## src/rtl/source_tokenizer_assert.svh

```systemverilog
// ----------------------------------------------------------------------------
// Source tokenizer assertion macros
// Shorthand for clocked implication checks, reset masked.
// ----------------------------------------------------------------------------
`ifndef SOURCE_TOKENIZER_ASSERT_SVH
`define SOURCE_TOKENIZER_ASSERT_SVH

// same-cycle implication
`define ST_ASSERT_IMP(name, ante, cons) \
    name: assert property (@(posedge clk) disable iff (!rst_n) (ante) |-> (cons)) \
        else $error("tokenizer check failed");

// next-cycle implication
`define ST_ASSERT_NEXT(name, ante, cons) \
    name: assert property (@(posedge clk) disable iff (!rst_n) (ante) |=> (cons)) \
        else $error("tokenizer check failed");

`endif

```

## src/rtl/st_pkg.sv

```systemverilog
// ----------------------------------------------------------------------------
// Source tokenizer package
// Scan phases, token kinds and codes, keyword table, step structs.
// ----------------------------------------------------------------------------
`timescale 1ns / 1ps

package st_pkg;

    localparam logic [3:0] K_IDENT    = 4'd0;
    localparam logic [3:0] K_KEYWORD  = 4'd1;
    localparam logic [3:0] K_INT      = 4'd2;
    localparam logic [3:0] K_FLOAT    = 4'd3;
    localparam logic [3:0] K_STRING   = 4'd4;
    localparam logic [3:0] K_OPER     = 4'd5;
    localparam logic [3:0] K_PUNCT    = 4'd6;
    localparam logic [3:0] K_EOF      = 4'd7;
    localparam logic [3:0] K_LEXERR   = 4'd8;
    localparam logic [3:0] K_OVERFLOW = 4'd9;

    localparam logic [4:0] OP_ADD  = 5'd0;
    localparam logic [4:0] OP_SUB  = 5'd1;
    localparam logic [4:0] OP_MUL  = 5'd2;
    localparam logic [4:0] OP_DIV  = 5'd3;
    localparam logic [4:0] OP_IDIV = 5'd4;
    localparam logic [4:0] OP_CAT  = 5'd5;
    localparam logic [4:0] OP_LEN  = 5'd6;
    localparam logic [4:0] OP_LT   = 5'd7;
    localparam logic [4:0] OP_LE   = 5'd8;
    localparam logic [4:0] OP_GT   = 5'd9;
    localparam logic [4:0] OP_GE   = 5'd10;
    localparam logic [4:0] OP_EQ   = 5'd11;
    localparam logic [4:0] OP_NE   = 5'd12;

    localparam logic [4:0] PU_ASSIGN = 5'd0;
    localparam logic [4:0] PU_OPEN   = 5'd1;
    localparam logic [4:0] PU_CLOSE  = 5'd2;
    localparam logic [4:0] PU_COLON  = 5'd3;
    localparam logic [4:0] PU_COMMA  = 5'd4;
    localparam logic [4:0] SUB_NONE  = 5'd0;

    localparam int         KW_COUNT = 17;
    localparam logic [4:0] KW_READ  = 5'd8;
    localparam logic [4:0] KW_WRITE = 5'd13;

    localparam logic [30:0] INT_SAT  = 31'h7FFF_FFFF;
    localparam logic [15:0] LINE_SAT = 16'hFFFF;

    typedef enum logic [5:0] {
        PH_START, PH_IDENT, PH_NUM, PH_FRAC, PH_EXP_START, PH_EXP_SIGN,
        PH_EXP_DIGITS, PH_DOT, PH_DIV, PH_SUB, PH_ASSIGN, PH_LESS, PH_GREAT,
        PH_NOT, PH_LINE_CMT, PH_CMT_OPEN, PH_BLOCK, PH_BLOCK_CLOSE,
        PH_STR, PH_ESC, PH_ESC_D2, PH_ESC_D3
    } phase_t;

    typedef enum logic [1:0] {
        CT_IDLE, CT_SCAN, CT_DRAIN_RD, CT_DRAIN_WR
    } ctl_t;

    typedef struct packed {
        phase_t      phase;
        logic [7:0]  ch;
        logic        is_end;
        logic [30:0] acc;
        logic [7:0]  esc;
        logic [15:0] line;
        logic        cnt_full;
        logic        cnt_zero;
        logic        kw_hit;
        logic [4:0]  kw_idx;
    } step_in_t;

    typedef struct packed {
        phase_t      phase_n;
        logic        rescan;
        logic        emit;
        logic [3:0]  kind;
        logic [4:0]  sub;
        logic        drain;
        logic        drain_rescan;
        logic [30:0] ival;
        logic        app;
        logic [7:0]  app_byte;
        logic        clear_cnt;
        logic        halt;
        logic [30:0] acc_n;
        logic [7:0]  esc_n;
        logic [15:0] line_n;
    } step_out_t;

    typedef struct packed {
        logic [3:0]  kind;
        logic [4:0]  sub;
        logic [7:0]  lex_byte;
        logic [30:0] ival;
        logic [15:0] line;
        logic        last;
    } token_t;

    function automatic logic [63:0] kw_text(input logic [4:0] w);
        logic [63:0] s;
        case (w)
            5'd0:    s = "do";
            5'd1:    s = "else";
            5'd2:    s = "end";
            5'd3:    s = "function";
            5'd4:    s = "global";
            5'd5:    s = "if";
            5'd6:    s = "local";
            5'd7:    s = "nil";
            5'd8:    s = "read";
            5'd9:    s = "require";
            5'd10:   s = "return";
            5'd11:   s = "then";
            5'd12:   s = "while";
            5'd13:   s = "write";
            5'd14:   s = "integer";
            5'd15:   s = "number";
            5'd16:   s = "string";
            default: s = '0;
        endcase
        return s;
    endfunction

    function automatic logic [3:0] kw_len(input logic [4:0] w);
        logic [3:0] n;
        case (w)
            5'd0, 5'd5:                 n = 4'd2;
            5'd2, 5'd7:                 n = 4'd3;
            5'd1, 5'd8, 5'd11:          n = 4'd4;
            5'd6, 5'd12, 5'd13:         n = 4'd5;
            5'd4, 5'd10, 5'd15, 5'd16:  n = 4'd6;
            5'd9, 5'd14:                n = 4'd7;
            5'd3:                       n = 4'd8;
            default:                    n = 4'd0;
        endcase
        return n;
    endfunction

    // character k of keyword w, zero past its end
    function automatic logic [7:0] kw_char(input logic [4:0] w, input logic [3:0] k);
        logic [63:0] s;
        logic [3:0]  n;
        logic [7:0]  r;
        s = kw_text(w);
        n = kw_len(w);
        r = '0;
        if (k < n)
        begin
            r = s[8 * (32'(n) - 1 - 32'(k)) +: 8];
        end
        return r;
    endfunction

endpackage

```

## src/rtl/st_channels.sv

```systemverilog
// ----------------------------------------------------------------------------
// Source tokenizer channels
// Byte input channel and token output channel, valid/ready.
// ----------------------------------------------------------------------------
`timescale 1ns / 1ps

interface st_char_if;
    logic       valid;
    logic       ready;
    logic [7:0] char_code;
    logic       is_end;

    modport source (output valid, char_code, is_end, input ready);
    modport sink (input valid, char_code, is_end, output ready);
endinterface

interface st_token_if;
    logic        valid;
    logic        ready;
    logic [3:0]  token_kind;
    logic [4:0]  sub_code;
    logic [7:0]  lexeme_byte;
    logic [30:0] int_value;
    logic [15:0] line_number;
    logic        run_last;

    modport source (output valid, token_kind, sub_code, lexeme_byte, int_value,
                    line_number, run_last, input ready);
    modport sink (input valid, token_kind, sub_code, lexeme_byte, int_value,
                  line_number, run_last, output ready);
endinterface

```

## src/rtl/source_tokenizer.sv

```systemverilog
// ----------------------------------------------------------------------------
// Source tokenizer
// Streaming lexer: source bytes in, tokens out, lexemes in a local RAM.
// ----------------------------------------------------------------------------
// Usage:
//   chars carries one source byte or an end mark per transaction; tokens
//   carries one result per transaction. Identifier, number and string tokens
//   come out one lexeme byte per transaction, run_last on the final byte;
//   every other token is one transaction.
//   A byte is taken when the block is idle. Each scan pass works on the held
//   byte, one to three passes per byte, and every pass waits for a free output
//   register. Each byte of a lexeme run is read from the lexeme RAM in
//   CT_DRAIN_RD and loaded into the output register in CT_DRAIN_WR. A byte that
//   only extends a lexeme takes one CT_SCAN pass, then CT_IDLE takes the next.
//   Lexical errors and lexeme overflow emit one error token; the block then
//   swallows all input until reset.
//   Reset clears scanner state and line counter; the lexeme RAM is not
//   cleared. When tokens stalls, the output register holds and the scanner
//   waits; chars is not taken until the byte is fully handled.
// ----------------------------------------------------------------------------
`timescale 1ns / 1ps

module source_tokenizer
    import st_pkg::*;
#(
    parameter int MAX_LEXEME = 32
)
(
    input logic          clk,
    input logic          rst_n,
    st_char_if.sink      chars,
    st_token_if.source   tokens
);

    `include "source_tokenizer_assert.svh"

    localparam int AW = $clog2(MAX_LEXEME);
    localparam int CW = $clog2(MAX_LEXEME + 1);

    ctl_t            ctl_reg, ctl_next;
    phase_t          phase_reg, phase_next;
    logic [CW-1:0]   cnt_reg, cnt_next;
    logic [30:0]     acc_reg, acc_next;
    logic [7:0]      esc_reg, esc_next;
    logic [15:0]     line_reg, line_next;
    logic            halted_reg, halted_next;
    logic [KW_COUNT-1:0] kw_mask_reg, kw_mask_next;
    logic [7:0]      ch_reg;
    logic            end_reg;
    logic [3:0]      dr_kind_reg, dr_kind_next;
    logic [30:0]     dr_ival_reg, dr_ival_next;
    logic            dr_rescan_reg, dr_rescan_next;
    logic [CW-1:0]   dr_idx_reg, dr_idx_next;
    logic            out_valid_reg, out_valid_next;
    token_t          out_reg, out_next;

    logic [7:0]      lex_mem [MAX_LEXEME];
    logic [7:0]      rd_data_reg;

    step_in_t        si;
    step_out_t       so;

    logic            accept;
    logic            slot_free;
    logic            pass_go;
    logic            mem_we;
    logic [CW-1:0]   app_idx;
    logic            kw_hit;
    logic [4:0]      kw_idx;
    logic            dr_last;
    logic            out_load;

    assign accept    = chars.valid && chars.ready;
    assign slot_free = !out_valid_reg || tokens.ready;
    assign pass_go   = (ctl_reg == CT_SCAN) && slot_free;
    assign app_idx   = so.clear_cnt ? '0 : cnt_reg;
    assign mem_we    = pass_go && so.app;
    assign dr_last   = (dr_idx_reg + CW'(1)) == cnt_reg;

    // keyword lookup: candidates whose length equals the lexeme length, read and write excluded
    always_comb
    begin
        kw_hit = 1'b0;
        kw_idx = '0;
        for (int w = KW_COUNT - 1; w >= 0; w--)
        begin
            if (kw_mask_reg[w] && CW'(kw_len(5'(w))) == cnt_reg
                && 5'(w) != KW_READ && 5'(w) != KW_WRITE)
            begin
                kw_hit = 1'b1;
                kw_idx = 5'(w);
            end
        end
    end

    always_comb
    begin
        si.phase    = phase_reg;
        si.ch       = ch_reg;
        si.is_end   = end_reg;
        si.acc      = acc_reg;
        si.esc      = esc_reg;
        si.line     = line_reg;
        si.cnt_full = cnt_reg >= CW'(MAX_LEXEME);
        si.cnt_zero = cnt_reg == '0;
        si.kw_hit   = kw_hit;
        si.kw_idx   = kw_idx;
    end

    st_scan_step u_step
    (
        .si (si),
        .so (so)
    );

    // control next state
    always_comb
    begin
        ctl_next = ctl_reg;
        case (ctl_reg)
            CT_IDLE:
            begin
                if (accept && !halted_reg)
                begin
                    ctl_next = CT_SCAN;
                end
            end
            CT_SCAN:
            begin
                if (pass_go)
                begin
                    if (so.halt)
                    begin
                        ctl_next = CT_IDLE;
                    end
                    else if (so.drain)
                    begin
                        ctl_next = CT_DRAIN_RD;
                    end
                    else if (!so.rescan)
                    begin
                        ctl_next = CT_IDLE;
                    end
                end
            end
            CT_DRAIN_RD:
            begin
                ctl_next = CT_DRAIN_WR;
            end
            CT_DRAIN_WR:
            begin
                if (slot_free)
                begin
                    if (!dr_last)
                    begin
                        ctl_next = CT_DRAIN_RD;
                    end
                    else if (dr_rescan_reg)
                    begin
                        ctl_next = CT_SCAN;
                    end
                    else
                    begin
                        ctl_next = CT_IDLE;
                    end
                end
            end
            default:
            begin
                ctl_next = CT_IDLE;
            end
        endcase
    end

    // datapath and outputs
    always_comb
    begin
        phase_next     = phase_reg;
        cnt_next       = cnt_reg;
        acc_next       = acc_reg;
        esc_next       = esc_reg;
        line_next      = line_reg;
        halted_next    = halted_reg;
        kw_mask_next   = kw_mask_reg;
        dr_kind_next   = dr_kind_reg;
        dr_ival_next   = dr_ival_reg;
        dr_rescan_next = dr_rescan_reg;
        dr_idx_next    = dr_idx_reg;
        out_next       = out_reg;
        out_load       = 1'b0;
        out_valid_next = out_valid_reg && !tokens.ready;
        chars.ready    = ctl_reg == CT_IDLE;

        if (pass_go)
        begin
            phase_next  = so.phase_n;
            acc_next    = so.acc_n;
            esc_next    = so.esc_n;
            line_next   = so.line_n;
            halted_next = halted_reg || so.halt;
            if (so.clear_cnt)
            begin
                cnt_next = '0;
            end
            if (so.app)
            begin
                cnt_next = app_idx + CW'(1);
                for (int w = 0; w < KW_COUNT; w++)
                begin
                    kw_mask_next[w] = (so.clear_cnt || kw_mask_reg[w]) && app_idx < CW'(8)
                                      && kw_char(5'(w), 4'(app_idx)) == so.app_byte;
                end
            end
            if (so.emit)
            begin
                out_load          = 1'b1;
                out_next.kind     = so.kind;
                out_next.sub      = so.sub;
                out_next.lex_byte = '0;
                out_next.ival     = '0;
                out_next.line     = so.line_n;
                out_next.last     = 1'b1;
            end
            if (so.drain)
            begin
                dr_kind_next   = so.kind;
                dr_ival_next   = so.ival;
                dr_rescan_next = so.drain_rescan;
                dr_idx_next    = '0;
            end
        end

        if (ctl_reg == CT_DRAIN_WR && slot_free)
        begin
            out_load          = 1'b1;
            out_next.kind     = dr_kind_reg;
            out_next.sub      = SUB_NONE;
            out_next.lex_byte = rd_data_reg;
            out_next.ival     = dr_ival_reg;
            out_next.line     = line_reg;
            out_next.last     = dr_last;
            dr_idx_next       = dr_idx_reg + CW'(1);
        end

        if (out_load)
        begin
            out_valid_next = 1'b1;
        end
    end

    always_ff @(posedge clk or negedge rst_n)
    begin
        if (!rst_n)
        begin
            ctl_reg       <= CT_IDLE;
            phase_reg     <= PH_START;
            cnt_reg       <= '0;
            acc_reg       <= '0;
            esc_reg       <= '0;
            line_reg      <= '0;
            halted_reg    <= 1'b0;
            kw_mask_reg   <= '0;
            dr_rescan_reg <= 1'b0;
            dr_idx_reg    <= '0;
            out_valid_reg <= 1'b0;
        end
        else
        begin
            ctl_reg       <= ctl_next;
            phase_reg     <= phase_next;
            cnt_reg       <= cnt_next;
            acc_reg       <= acc_next;
            esc_reg       <= esc_next;
            line_reg      <= line_next;
            halted_reg    <= halted_next;
            kw_mask_reg   <= kw_mask_next;
            dr_rescan_reg <= dr_rescan_next;
            dr_idx_reg    <= dr_idx_next;
            out_valid_reg <= out_valid_next;
        end
    end

    always_ff @(posedge clk)
    begin
        if (accept)
        begin
            ch_reg  <= chars.char_code;
            end_reg <= chars.is_end;
        end
        dr_kind_reg <= dr_kind_next;
        dr_ival_reg <= dr_ival_next;
        out_reg     <= out_next;
    end

    // lexeme RAM: one write port, registered read
    always_ff @(posedge clk)
    begin
        if (mem_we)
        begin
            lex_mem[app_idx[AW-1:0]] <= so.app_byte;
        end
        if (ctl_reg == CT_DRAIN_RD)
        begin
            rd_data_reg <= lex_mem[dr_idx_reg[AW-1:0]];
        end
    end

    assign tokens.valid       = out_valid_reg;
    assign tokens.token_kind  = out_reg.kind;
    assign tokens.sub_code    = out_reg.sub;
    assign tokens.lexeme_byte = out_reg.lex_byte;
    assign tokens.int_value   = out_reg.ival;
    assign tokens.line_number = out_reg.line;
    assign tokens.run_last    = out_reg.last;

    `ST_ASSERT_IMP(a_load_into_free_slot, out_load, !out_valid_reg || tokens.ready)
    `ST_ASSERT_IMP(a_drain_in_range, ctl_reg == CT_DRAIN_WR, dr_idx_reg < cnt_reg)
    `ST_ASSERT_IMP(a_halted_idle, halted_reg, ctl_reg == CT_IDLE)
    `ST_ASSERT_NEXT(a_halt_silences, halted_reg, !out_load)

endmodule

```

## src/rtl/st_scan_step.sv

```systemverilog
// ----------------------------------------------------------------------------
// Source tokenizer scan step
// One pass of the scanner over the held byte: next phase and side effects.
// ----------------------------------------------------------------------------
`timescale 1ns / 1ps

module st_scan_step
    import st_pkg::*;
(
    input  step_in_t  si,
    output step_out_t so
);

    logic        e;
    logic [7:0]  c;
    logic        dig;
    logic        expo;
    logic        word;
    logic        ws;
    logic [3:0]  dval;
    logic [34:0] acc10;
    logic [7:0]  esc10;

    assign e     = si.is_end;
    assign c     = si.ch;
    assign dig   = !e && c >= "0" && c <= "9";
    assign expo  = !e && (c == "e" || c == "E");
    assign word  = (c >= "a" && c <= "z") || (c >= "A" && c <= "Z") || c == "_"
                   || (c >= "0" && c <= "9");
    assign ws    = c == " " || c == 8'd9 || c == 8'd10 || c == 8'd11
                   || c == 8'd12 || c == 8'd13;
    assign dval  = 4'(c - "0");
    assign acc10 = ({4'b0, si.acc} << 3) + ({4'b0, si.acc} << 1) + 35'(dval);
    assign esc10 = (si.esc << 3) + (si.esc << 1) + {4'b0, dval};

    always_comb
    begin
        so              = '0;
        so.phase_n      = si.phase;
        so.acc_n        = si.acc;
        so.esc_n        = si.esc;
        so.line_n       = si.line;
        so.app_byte     = c;

        case (si.phase)
            PH_START:
            begin
                if (e)
                begin
                    so.emit = 1'b1;
                    so.kind = K_EOF;
                end
                else if (ws)
                begin
                    if (c == 8'd10 && si.line != LINE_SAT)
                    begin
                        so.line_n = si.line + 16'd1;
                    end
                end
                else if (word)
                begin
                    so.clear_cnt = 1'b1;
                    so.app       = 1'b1;
                    if (c >= "0" && c <= "9")
                    begin
                        so.acc_n   = {27'b0, dval};
                        so.phase_n = PH_NUM;
                    end
                    else
                    begin
                        so.phase_n = PH_IDENT;
                    end
                end
                else
                begin
                    case (c)
                        ".":      so.phase_n = PH_DOT;
                        "-":      so.phase_n = PH_SUB;
                        "/":      so.phase_n = PH_DIV;
                        "=":      so.phase_n = PH_ASSIGN;
                        "<":      so.phase_n = PH_LESS;
                        ">":      so.phase_n = PH_GREAT;
                        "~":      so.phase_n = PH_NOT;
                        "\"":
                        begin
                            so.clear_cnt = 1'b1;
                            so.phase_n   = PH_STR;
                        end
                        "+":      begin so.emit = 1'b1; so.kind = K_OPER; so.sub = OP_ADD; end
                        "*":      begin so.emit = 1'b1; so.kind = K_OPER; so.sub = OP_MUL; end
                        "#":      begin so.emit = 1'b1; so.kind = K_OPER; so.sub = OP_LEN; end
                        "(", "[": begin so.emit = 1'b1; so.kind = K_PUNCT; so.sub = PU_OPEN; end
                        ")", "]": begin so.emit = 1'b1; so.kind = K_PUNCT; so.sub = PU_CLOSE; end
                        ":":      begin so.emit = 1'b1; so.kind = K_PUNCT; so.sub = PU_COLON; end
                        ",":      begin so.emit = 1'b1; so.kind = K_PUNCT; so.sub = PU_COMMA; end
                        default:
                        begin
                            so.emit = 1'b1;
                            so.kind = K_LEXERR;
                            so.halt = 1'b1;
                        end
                    endcase
                end
            end

            PH_IDENT:
            begin
                if (!e && word)
                begin
                    so.app = 1'b1;
                end
                else
                begin
                    so.phase_n = PH_START;
                    if (si.kw_hit)
                    begin
                        so.emit   = 1'b1;
                        so.kind   = K_KEYWORD;
                        so.sub    = si.kw_idx;
                        so.rescan = 1'b1;
                    end
                    else
                    begin
                        so.drain        = 1'b1;
                        so.kind         = K_IDENT;
                        so.drain_rescan = 1'b1;
                    end
                end
            end

            PH_NUM:
            begin
                if (dig)
                begin
                    so.acc_n = (acc10 > 35'(INT_SAT)) ? INT_SAT : acc10[30:0];
                    so.app   = 1'b1;
                end
                else if (expo)
                begin
                    so.app     = 1'b1;
                    so.phase_n = PH_EXP_START;
                end
                else if (!e && c == ".")
                begin
                    so.app     = 1'b1;
                    so.phase_n = PH_FRAC;
                end
                else
                begin
                    so.drain        = 1'b1;
                    so.kind         = K_INT;
                    so.ival         = si.acc;
                    so.drain_rescan = 1'b1;
                    so.phase_n      = PH_START;
                end
            end

            PH_FRAC, PH_EXP_DIGITS:
            begin
                if (dig)
                begin
                    so.app = 1'b1;
                end
                else if (expo && si.phase == PH_FRAC)
                begin
                    so.app     = 1'b1;
                    so.phase_n = PH_EXP_START;
                end
                else
                begin
                    so.drain        = 1'b1;
                    so.kind         = K_FLOAT;
                    so.drain_rescan = 1'b1;
                    so.phase_n      = PH_START;
                end
            end

            PH_EXP_START, PH_EXP_SIGN:
            begin
                if (si.phase == PH_EXP_START && !e && (c == "+" || c == "-"))
                begin
                    so.app     = 1'b1;
                    so.phase_n = PH_EXP_SIGN;
                end
                else if (dig)
                begin
                    so.app     = 1'b1;
                    so.phase_n = PH_EXP_DIGITS;
                end
                else
                begin
                    so.emit = 1'b1;
                    so.kind = K_LEXERR;
                    so.halt = 1'b1;
                end
            end

            PH_DOT, PH_NOT:
            begin
                so.emit = 1'b1;
                if (si.phase == PH_DOT && !e && c == ".")
                begin
                    so.kind    = K_OPER;
                    so.sub     = OP_CAT;
                    so.phase_n = PH_START;
                end
                else if (si.phase == PH_NOT && !e && c == "=")
                begin
                    so.kind    = K_OPER;
                    so.sub     = OP_NE;
                    so.phase_n = PH_START;
                end
                else
                begin
                    so.kind = K_LEXERR;
                    so.halt = 1'b1;
                end
            end

            PH_DIV:
            begin
                so.emit    = 1'b1;
                so.kind    = K_OPER;
                so.phase_n = PH_START;
                if (!e && c == "/")
                begin
                    so.sub = OP_IDIV;
                end
                else
                begin
                    so.sub    = OP_DIV;
                    so.rescan = 1'b1;
                end
            end

            PH_ASSIGN, PH_LESS, PH_GREAT:
            begin
                so.emit    = 1'b1;
                so.kind    = K_OPER;
                so.phase_n = PH_START;
                if (!e && c == "=")
                begin
                    so.sub = (si.phase == PH_ASSIGN) ? OP_EQ :
                             (si.phase == PH_LESS) ? OP_LE : OP_GE;
                end
                else
                begin
                    so.rescan = 1'b1;
                    if (si.phase == PH_ASSIGN)
                    begin
                        so.kind = K_PUNCT;
                        so.sub  = PU_ASSIGN;
                    end
                    else
                    begin
                        so.sub = (si.phase == PH_LESS) ? OP_LT : OP_GT;
                    end
                end
            end

            PH_SUB:
            begin
                if (!e && c == "-")
                begin
                    so.phase_n = PH_LINE_CMT;
                end
                else
                begin
                    so.emit    = 1'b1;
                    so.kind    = K_OPER;
                    so.sub     = OP_SUB;
                    so.phase_n = PH_START;
                    so.rescan  = 1'b1;
                end
            end

            PH_LINE_CMT:
            begin
                if (e)
                begin
                    so.phase_n = PH_START;
                    so.rescan  = 1'b1;
                end
                else if (c == 8'd10)
                begin
                    so.phase_n = PH_START;
                    if (si.line != LINE_SAT)
                    begin
                        so.line_n = si.line + 16'd1;
                    end
                end
                else if (c == "[")
                begin
                    so.phase_n = PH_CMT_OPEN;
                end
            end

            PH_CMT_OPEN:
            begin
                if (!e && c == "[")
                begin
                    so.phase_n = PH_BLOCK;
                end
                else
                begin
                    so.phase_n = PH_LINE_CMT;
                    so.rescan  = 1'b1;
                end
            end

            PH_BLOCK:
            begin
                if (e)
                begin
                    so.emit = 1'b1;
                    so.kind = K_LEXERR;
                    so.halt = 1'b1;
                end
                else if (c == "]")
                begin
                    so.phase_n = PH_BLOCK_CLOSE;
                end
                else if (c == 8'd10 && si.line != LINE_SAT)
                begin
                    so.line_n = si.line + 16'd1;
                end
            end

            PH_BLOCK_CLOSE:
            begin
                if (!e && c == "]")
                begin
                    so.phase_n = PH_START;
                end
                else
                begin
                    so.phase_n = PH_BLOCK;
                    so.rescan  = 1'b1;
                end
            end

            PH_STR:
            begin
                if (e)
                begin
                    so.emit = 1'b1;
                    so.kind = K_LEXERR;
                    so.halt = 1'b1;
                end
                else if (c == "\"")
                begin
                    so.phase_n = PH_START;
                    so.kind    = K_STRING;
                    // empty string is a single transaction with a zero byte
                    so.emit    = si.cnt_zero;
                    so.drain   = !si.cnt_zero;
                end
                else if (c == "\\")
                begin
                    so.phase_n = PH_ESC;
                end
                else if (c < 8'd32)
                begin
                    if (c == 8'd10 && si.line != LINE_SAT)
                    begin
                        so.line_n = si.line + 16'd1;
                    end
                    so.emit = 1'b1;
                    so.kind = K_LEXERR;
                    so.halt = 1'b1;
                end
                else
                begin
                    so.app = 1'b1;
                end
            end

            PH_ESC:
            begin
                if (!e && c >= "0" && c <= "2")
                begin
                    so.esc_n   = {4'b0, dval};
                    so.phase_n = PH_ESC_D2;
                end
                else if (!e && (c == "n" || c == "t" || c == "\"" || c == "\\"))
                begin
                    so.app      = 1'b1;
                    so.app_byte = (c == "n") ? 8'd10 : ((c == "t") ? 8'd9 : c);
                    so.phase_n  = PH_STR;
                end
                else
                begin
                    so.emit = 1'b1;
                    so.kind = K_LEXERR;
                    so.halt = 1'b1;
                end
            end

            PH_ESC_D2:
            begin
                if (dig && (si.esc < 8'd2 || c <= "5"))
                begin
                    so.esc_n   = esc10;
                    so.phase_n = PH_ESC_D3;
                end
                else
                begin
                    so.emit = 1'b1;
                    so.kind = K_LEXERR;
                    so.halt = 1'b1;
                end
            end

            PH_ESC_D3:
            begin
                if (dig && (si.esc != 8'd0 || c != "0") && (si.esc != 8'd25 || c <= "5"))
                begin
                    so.app      = 1'b1;
                    so.app_byte = esc10;
                    so.phase_n  = PH_STR;
                end
                else
                begin
                    so.emit = 1'b1;
                    so.kind = K_LEXERR;
                    so.halt = 1'b1;
                end
            end

            default:
            begin
                so.phase_n = PH_START;
            end
        endcase

        // appending to a full lexeme buffer
        if (so.app && si.cnt_full && !so.clear_cnt)
        begin
            so.app     = 1'b0;
            so.emit    = 1'b1;
            so.kind    = K_OVERFLOW;
            so.sub     = SUB_NONE;
            so.drain   = 1'b0;
            so.rescan  = 1'b0;
            so.halt    = 1'b1;
        end

        if (so.halt)
        begin
            so.phase_n = PH_START;
        end
    end

endmodule

```

## src/flat_wrapper.sv

```systemverilog
// flat-port wrapper written by rule: the top's interface ports become plain ports
module source_tokenizer_flat import st_pkg::*;
#(
    parameter int MAX_LEXEME = 32
)
  (clk, rst_n, chars_valid, chars_char_code, chars_is_end, chars_ready, tokens_valid, tokens_token_kind, tokens_sub_code, tokens_lexeme_byte, tokens_int_value, tokens_line_number, tokens_run_last, tokens_ready);
  st_char_if chars_i ();
  st_token_if tokens_i ();
  input logic clk;
  input logic rst_n;
  input wire logic [$bits(chars_i.valid)-1:0] chars_valid;
  input wire logic [$bits(chars_i.char_code)-1:0] chars_char_code;
  input wire logic [$bits(chars_i.is_end)-1:0] chars_is_end;
  output wire logic [$bits(chars_i.ready)-1:0] chars_ready;
  output wire logic [$bits(tokens_i.valid)-1:0] tokens_valid;
  output wire logic [$bits(tokens_i.token_kind)-1:0] tokens_token_kind;
  output wire logic [$bits(tokens_i.sub_code)-1:0] tokens_sub_code;
  output wire logic [$bits(tokens_i.lexeme_byte)-1:0] tokens_lexeme_byte;
  output wire logic [$bits(tokens_i.int_value)-1:0] tokens_int_value;
  output wire logic [$bits(tokens_i.line_number)-1:0] tokens_line_number;
  output wire logic [$bits(tokens_i.run_last)-1:0] tokens_run_last;
  input wire logic [$bits(tokens_i.ready)-1:0] tokens_ready;
  assign chars_i.valid = chars_valid;
  assign chars_i.char_code = chars_char_code;
  assign chars_i.is_end = chars_is_end;
  assign chars_ready = chars_i.ready;
  assign tokens_valid = tokens_i.valid;
  assign tokens_token_kind = tokens_i.token_kind;
  assign tokens_sub_code = tokens_i.sub_code;
  assign tokens_lexeme_byte = tokens_i.lexeme_byte;
  assign tokens_int_value = tokens_i.int_value;
  assign tokens_line_number = tokens_i.line_number;
  assign tokens_run_last = tokens_i.run_last;
  assign tokens_i.ready = tokens_ready;
  source_tokenizer #(.MAX_LEXEME(MAX_LEXEME)) u_core (.clk(clk), .rst_n(rst_n), .chars(chars_i), .tokens(tokens_i));
endmodule
```

## config.mk

```make
export PLATFORM = sky130hd
export DESIGN_NAME = source_tokenizer_flat
export DESIGN_NICKNAME = d
export VERILOG_FILES = /design/src/rtl/st_pkg.sv /design/src/rtl/st_channels.sv /design/src/rtl/source_tokenizer.sv /design/src/rtl/st_scan_step.sv /design/src/flat_wrapper.sv
export VERILOG_INCLUDE_DIRS = /design/src /design/src/rtl
export SDC_FILE = /design/constraint.sdc
export NUM_CORES = 1
export LEC_CHECK = 0
export BUFFER_PORTS_ARGS = -buffer_cell sky130_fd_sc_hd__buf_4
export CORE_MARGIN = 3
export CORE_UTILIZATION = 60
export DETAILED_ROUTE_END_ITERATION = 7
export GPL_TIMING_DRIVEN = 0
export PLACE_DENSITY = 0.78
export RECOVER_POWER = 25
export SETUP_SLACK_MARGIN = 0.2
export SLEW_MARGIN = 20
export SYNTH_ARGS = -nofsm -noshare
export SYNTH_HDL_FRONTEND = slang
export SYNTH_SLANG_ARGS = --single-unit
```

## constraint.sdc

```tcl
create_clock -name clk -period 6 [get_ports clk]
set_clock_uncertainty 0.1 [all_clocks]
set_input_delay 1.2 -clock clk [delete_from_list [all_inputs] [get_ports clk]]
set_output_delay 1.2 -clock clk [all_outputs]
set_load 0.005 [all_outputs]
```

==> results.sh <==
export IMPL_drt_pass1_iter_count=6
export IMPL_power_internal_w=0.007304
export IMPL_crit_fanout=12
export IMPL_ant_nets=0
export IMPL_fin_area_um2=28790
export IMPL_grt_pass1_vias=19300
export IMPL_holdPathEnd="u_core.halted_reg"
export IMPL_netlist_area_um2=25580
export IMPL_numCtsBuffers=47
export IMPL_worstHoldStart="u_core.halted_reg"
export IMPL_peakVddDrop_mv=0.2706
export IMPL_worst_skew_pair_late_latency_ps=610
export IMPL_period_minus_slack_ps=5503
export IMPL_num_rows=75
export IMPL_p_sw_w=0.003994
export IMPL_comb_power_share_pct=35.8
export IMPL_synthesis_nets=2351
export IMPL_die_y_um=212.5
export IMPL_arrival_ps=5940
export IMPL_drc=0
export IMPL_antenna_found_initial=0
export IMPL_core_area_um2=42040
export IMPL_drv_slew=130
export IMPL_p_leak_nw=10.72
export IMPL_worst_pin_slew_ps=2663
export IMPL_io_buffers=79
export IMPL_clockPowerShare_pct=27.7
export IMPL_min_path_cells=1
export IMPL_final_nets=2490
export IMPL_pwr_share_seq_pct=36.5
export IMPL_cts_sinks=465
export IMPL_fin_crit_sh_pct=91.72
export IMPL_num_io_pins=80
export IMPL_vias_per_cell=6.737
export IMPL_hold_violations=0
export IMPL_rr_startpoint="u_core.ch_reg[3]"
export IMPL_ys_warn_count=0
export IMPL_ys_ff_latch=465
export IMPL_syn_inst=2248
export IMPL_grtUsageTotal_pct=33.90
export IMPL_dp_hpwl_um=53780
export IMPL_p_sw_share_pct=35.35
export IMPL_cts_root_buf="clkbuf_16"
export IMPL_outcome="complete, but fails checks"
export IMPL_htreeDepth=2
export IMPL_rsz0062_at_grt="no"
export IMPL_dieArea_um2=45140
export IMPL_critPathKind="reg -> reg"
export IMPL_ys_flop_type="edfxtp_1"
export IMPL_wire_per_inst_um=25.69
export IMPL_grt_max_degree=93
export IMPL_ctsHoldBuffers=0
export IMPL_antenna_cells=0
export IMPL_first_iter_violations=2331
export IMPL_grt_pass1_wl_um=116500
export IMPL_syn_area_per_cell_um2=11.38
export IMPL_ys_async_sr_fraction_pct=19.78
export IMPL_relSlewSlack_pct=-77.52
export IMPL_cts_tree="yes"
export IMPL_end_kind="flop"
export IMPL_hp_class="reg -> reg"
export IMPL_area_delta_synth_final_pct=12.57
export IMPL_drv_cap=2
export IMPL_synth_cell_types=97
export IMPL_synth_seq_area_share_pct=52.60
export IMPL_gp_congestion=1.048
export IMPL_synth_edf_count=368
export IMPL_largest_reg_flops=256
export IMPL_violations="capacitance limit, slew limit"
export IMPL_r2r_slack_ps=500
export IMPL_placed_cell_area_um2=27130
export IMPL_dp_cells=2875
export IMPL_drt_wl_total_um=76180
export IMPL_reg2reg_depth=17
export IMPL_die_w_um=212.5
export IMPL_fin_cells=2965
export IMPL_start_kind="flop"
export IMPL_crit_required_ps=6440
export IMPL_timing_rr_end="u_core.kw_mask_reg[2]"
export IMPL_fmax_ghz=0.1817
export IMPL_start_util_pct=60.84
export IMPL_setup_viol=0
export IMPL_cts_clk_slew_worst_paths_ps=60
export IMPL_layout_drive_gt1_share_pct=13.64
export IMPL_final_util_pct=68.49
export IMPL_power_density_nw_per_um2=392.4
export IMPL_cts_buffer_depth=3
export IMPL_num_vias=19980
export IMPL_grt_overflow_total=0
-- routing by layer --
layer | vias up | track usage (%) | part of all wire, %
li1 | 8756 | - | -
met1 | 9835 | 46.98 | 40
met2 | 1170 | 54.07 | 47
met3 | 214 | 4.751 | 9.0
met4 | 0 | 14.96 | 4.8
met5 | - | 0 | 0
-- critical path, stage by stage (launching register included) --
cell and delay [ps]:
edfxtp_1 650, buf_2 290, nor2_1 420, nand4_1 240, o211ai_1 220, o211ai_2 180
buf_2 280, o21ai_4 360, inv_2 140, clkbuf_2 290, ha_1 440, or3_1 480
or2_1 250, nor2_1 300, mux2_2 380, o22ai_1 190, a31oi_1 120, a21oi_1 150
-- final cells by class --
class,instances,area (µm²)
Sequential cell,465,13450
Fill cell,3089,13250
Inverter,47,176.4
Tap cell,539,674.4
Timing Repair Buffer,90,764.5
Clock buffer,59,1241
Buffer,137,556.8
Multi-Input combinational cell,1599,11520
Clock inverter,29,409.1
-- Yosys cell counts (16+ instances only) --
cell type	count	share of area [%]
edfxtp_1	368	43
nand2_1	230	3.4
nor2_1	167	2.5
o21ai_0	154	3.0
a21oi_1	113	2.2
clkbuf_1	104	1.5
and2_1	103	2.5
dfrtp_1	92	9.0
ha_1	86	4.2
mux4_2	80	7.0
nand3_1	71	1.4
nor3_1	50	0.98
xnor2_1	49	1.7
inv_1	44	0.65
xor2_1	32	1.1
a21o_1	28	0.82
a31oi_1	26	0.64
nand2b_1	26	0.64
nand4_1	26	0.64
nor4_1	20	0.49
mux2_2	18	0.79
nor2b_1	18	0.44
o31ai_1	18	0.53
buf_1	17	0.25
mux2i_1	16	0.63
o211ai_1	16	0.47
-- cells by family after synthesis --
| group | share of synthesized area [%] |
|---|---|
| AO/OA/AOI/OAI | 12.86 |
| XOR/XNOR | 2.774 |
| adder cells (fa/ha/maj) | 4.520 |
| buffers and inverters | 2.827 |
| flip-flops | 52.60 |
| multiplexers | 8.463 |
| AND/OR/NAND/NOR | 15.97 |
-- metrics by stage --
stage | hold slack, ps | setup slack [ps] | TNS [ps] | total power (W)
6_report | 384.0 | 496.5 | 0 | 0.01130
5_1_grt | 387.2 | 195.8 | 0 | 0.01176
4_1_cts | 377.5 | 240.9 | 0 | 0.01132
3_5_place_dp | 364.4 | -20.24 | -20.24 | 0.008158
3_3_place_gp | 356.8 | -1365 | -35270 | 0.008001
2_1_floorplan | 340.8 | 1187 | 0 | 0.006685
-- power by group through the flow --
stage	Combinational (W)	Clock (W)	Sequential (W)
after CTS	0.00402	0.00317	0.00413
final	0.00404	0.00313	0.00413
after detailed placement	0.00397	0	0.00419
after global routing	0.00431	0.00329	0.00416
after floorplan	0.00250	0	0.00418
after global placement	0.00378	0	0.00422
-- cells in the final DEF (no fill, tap or decap), types with 10 or more instances in the layout --
cell	netlist	final
o21ai_0	154	152
nand2b_1	26	26
buf_1	17	16
mux4_2	80	80
dfrtp_1	92	92
xnor2_1	49	49
nor4_1	20	17
a21o_1	28	28
nand3_1	71	71
buf_2	14	15
a22o_1	11	11
clkbuf_16	0	47
nor2b_1	18	18
nor2_1	167	166
o211ai_1	16	16
and3_1	15	15
clkbuf_1	104	116
a21oi_1	113	113
or3_1	12	12
and2_0	0	29
and2_1	103	74
edfxtp_1	368	368
ha_1	86	86
xor2_1	32	32
a211oi_1	11	11
nor3b_1	10	10
nor3_1	50	45
mux2i_1	16	16
inv_1	44	43
o31ai_1	18	18
o21a_1	14	14
nand3b_1	12	12
mux2_2	18	18
nand4_1	26	26
nand2_1	230	229
clkbuf_4	0	69
a31oi_1	26	25
-- worst max path at each step --
stage | start | end | slack, ps | depth (start not counted)
finish | u_core.ch_reg[3] | u_core.kw_mask_reg[2] | 500 | 17
global route | u_core.ch_reg[3] | u_core.kw_mask_reg[14] | 200 | 19
CTS | u_core.ch_reg[3] | u_core.kw_mask_reg[14] | 240 | 18
detailed placement | u_core.ch_reg[3] | u_core.kw_mask_reg[14] | -20 | 18
global placement | u_core.ch_reg[3] | u_core.kw_mask_reg[0] | -1370 | 14
floorplan | u_core.ch_reg[3] | u_core.kw_mask_reg[0] | 1190 | 15
-- what timing repair did --
item                       4_1_cts  5_1_grt
setup buffers                    0        2
setup endpoints to repair       21       75
pin swaps                        0        1
gates resized for setup          5        6
(Power assumes the default switching activity.)
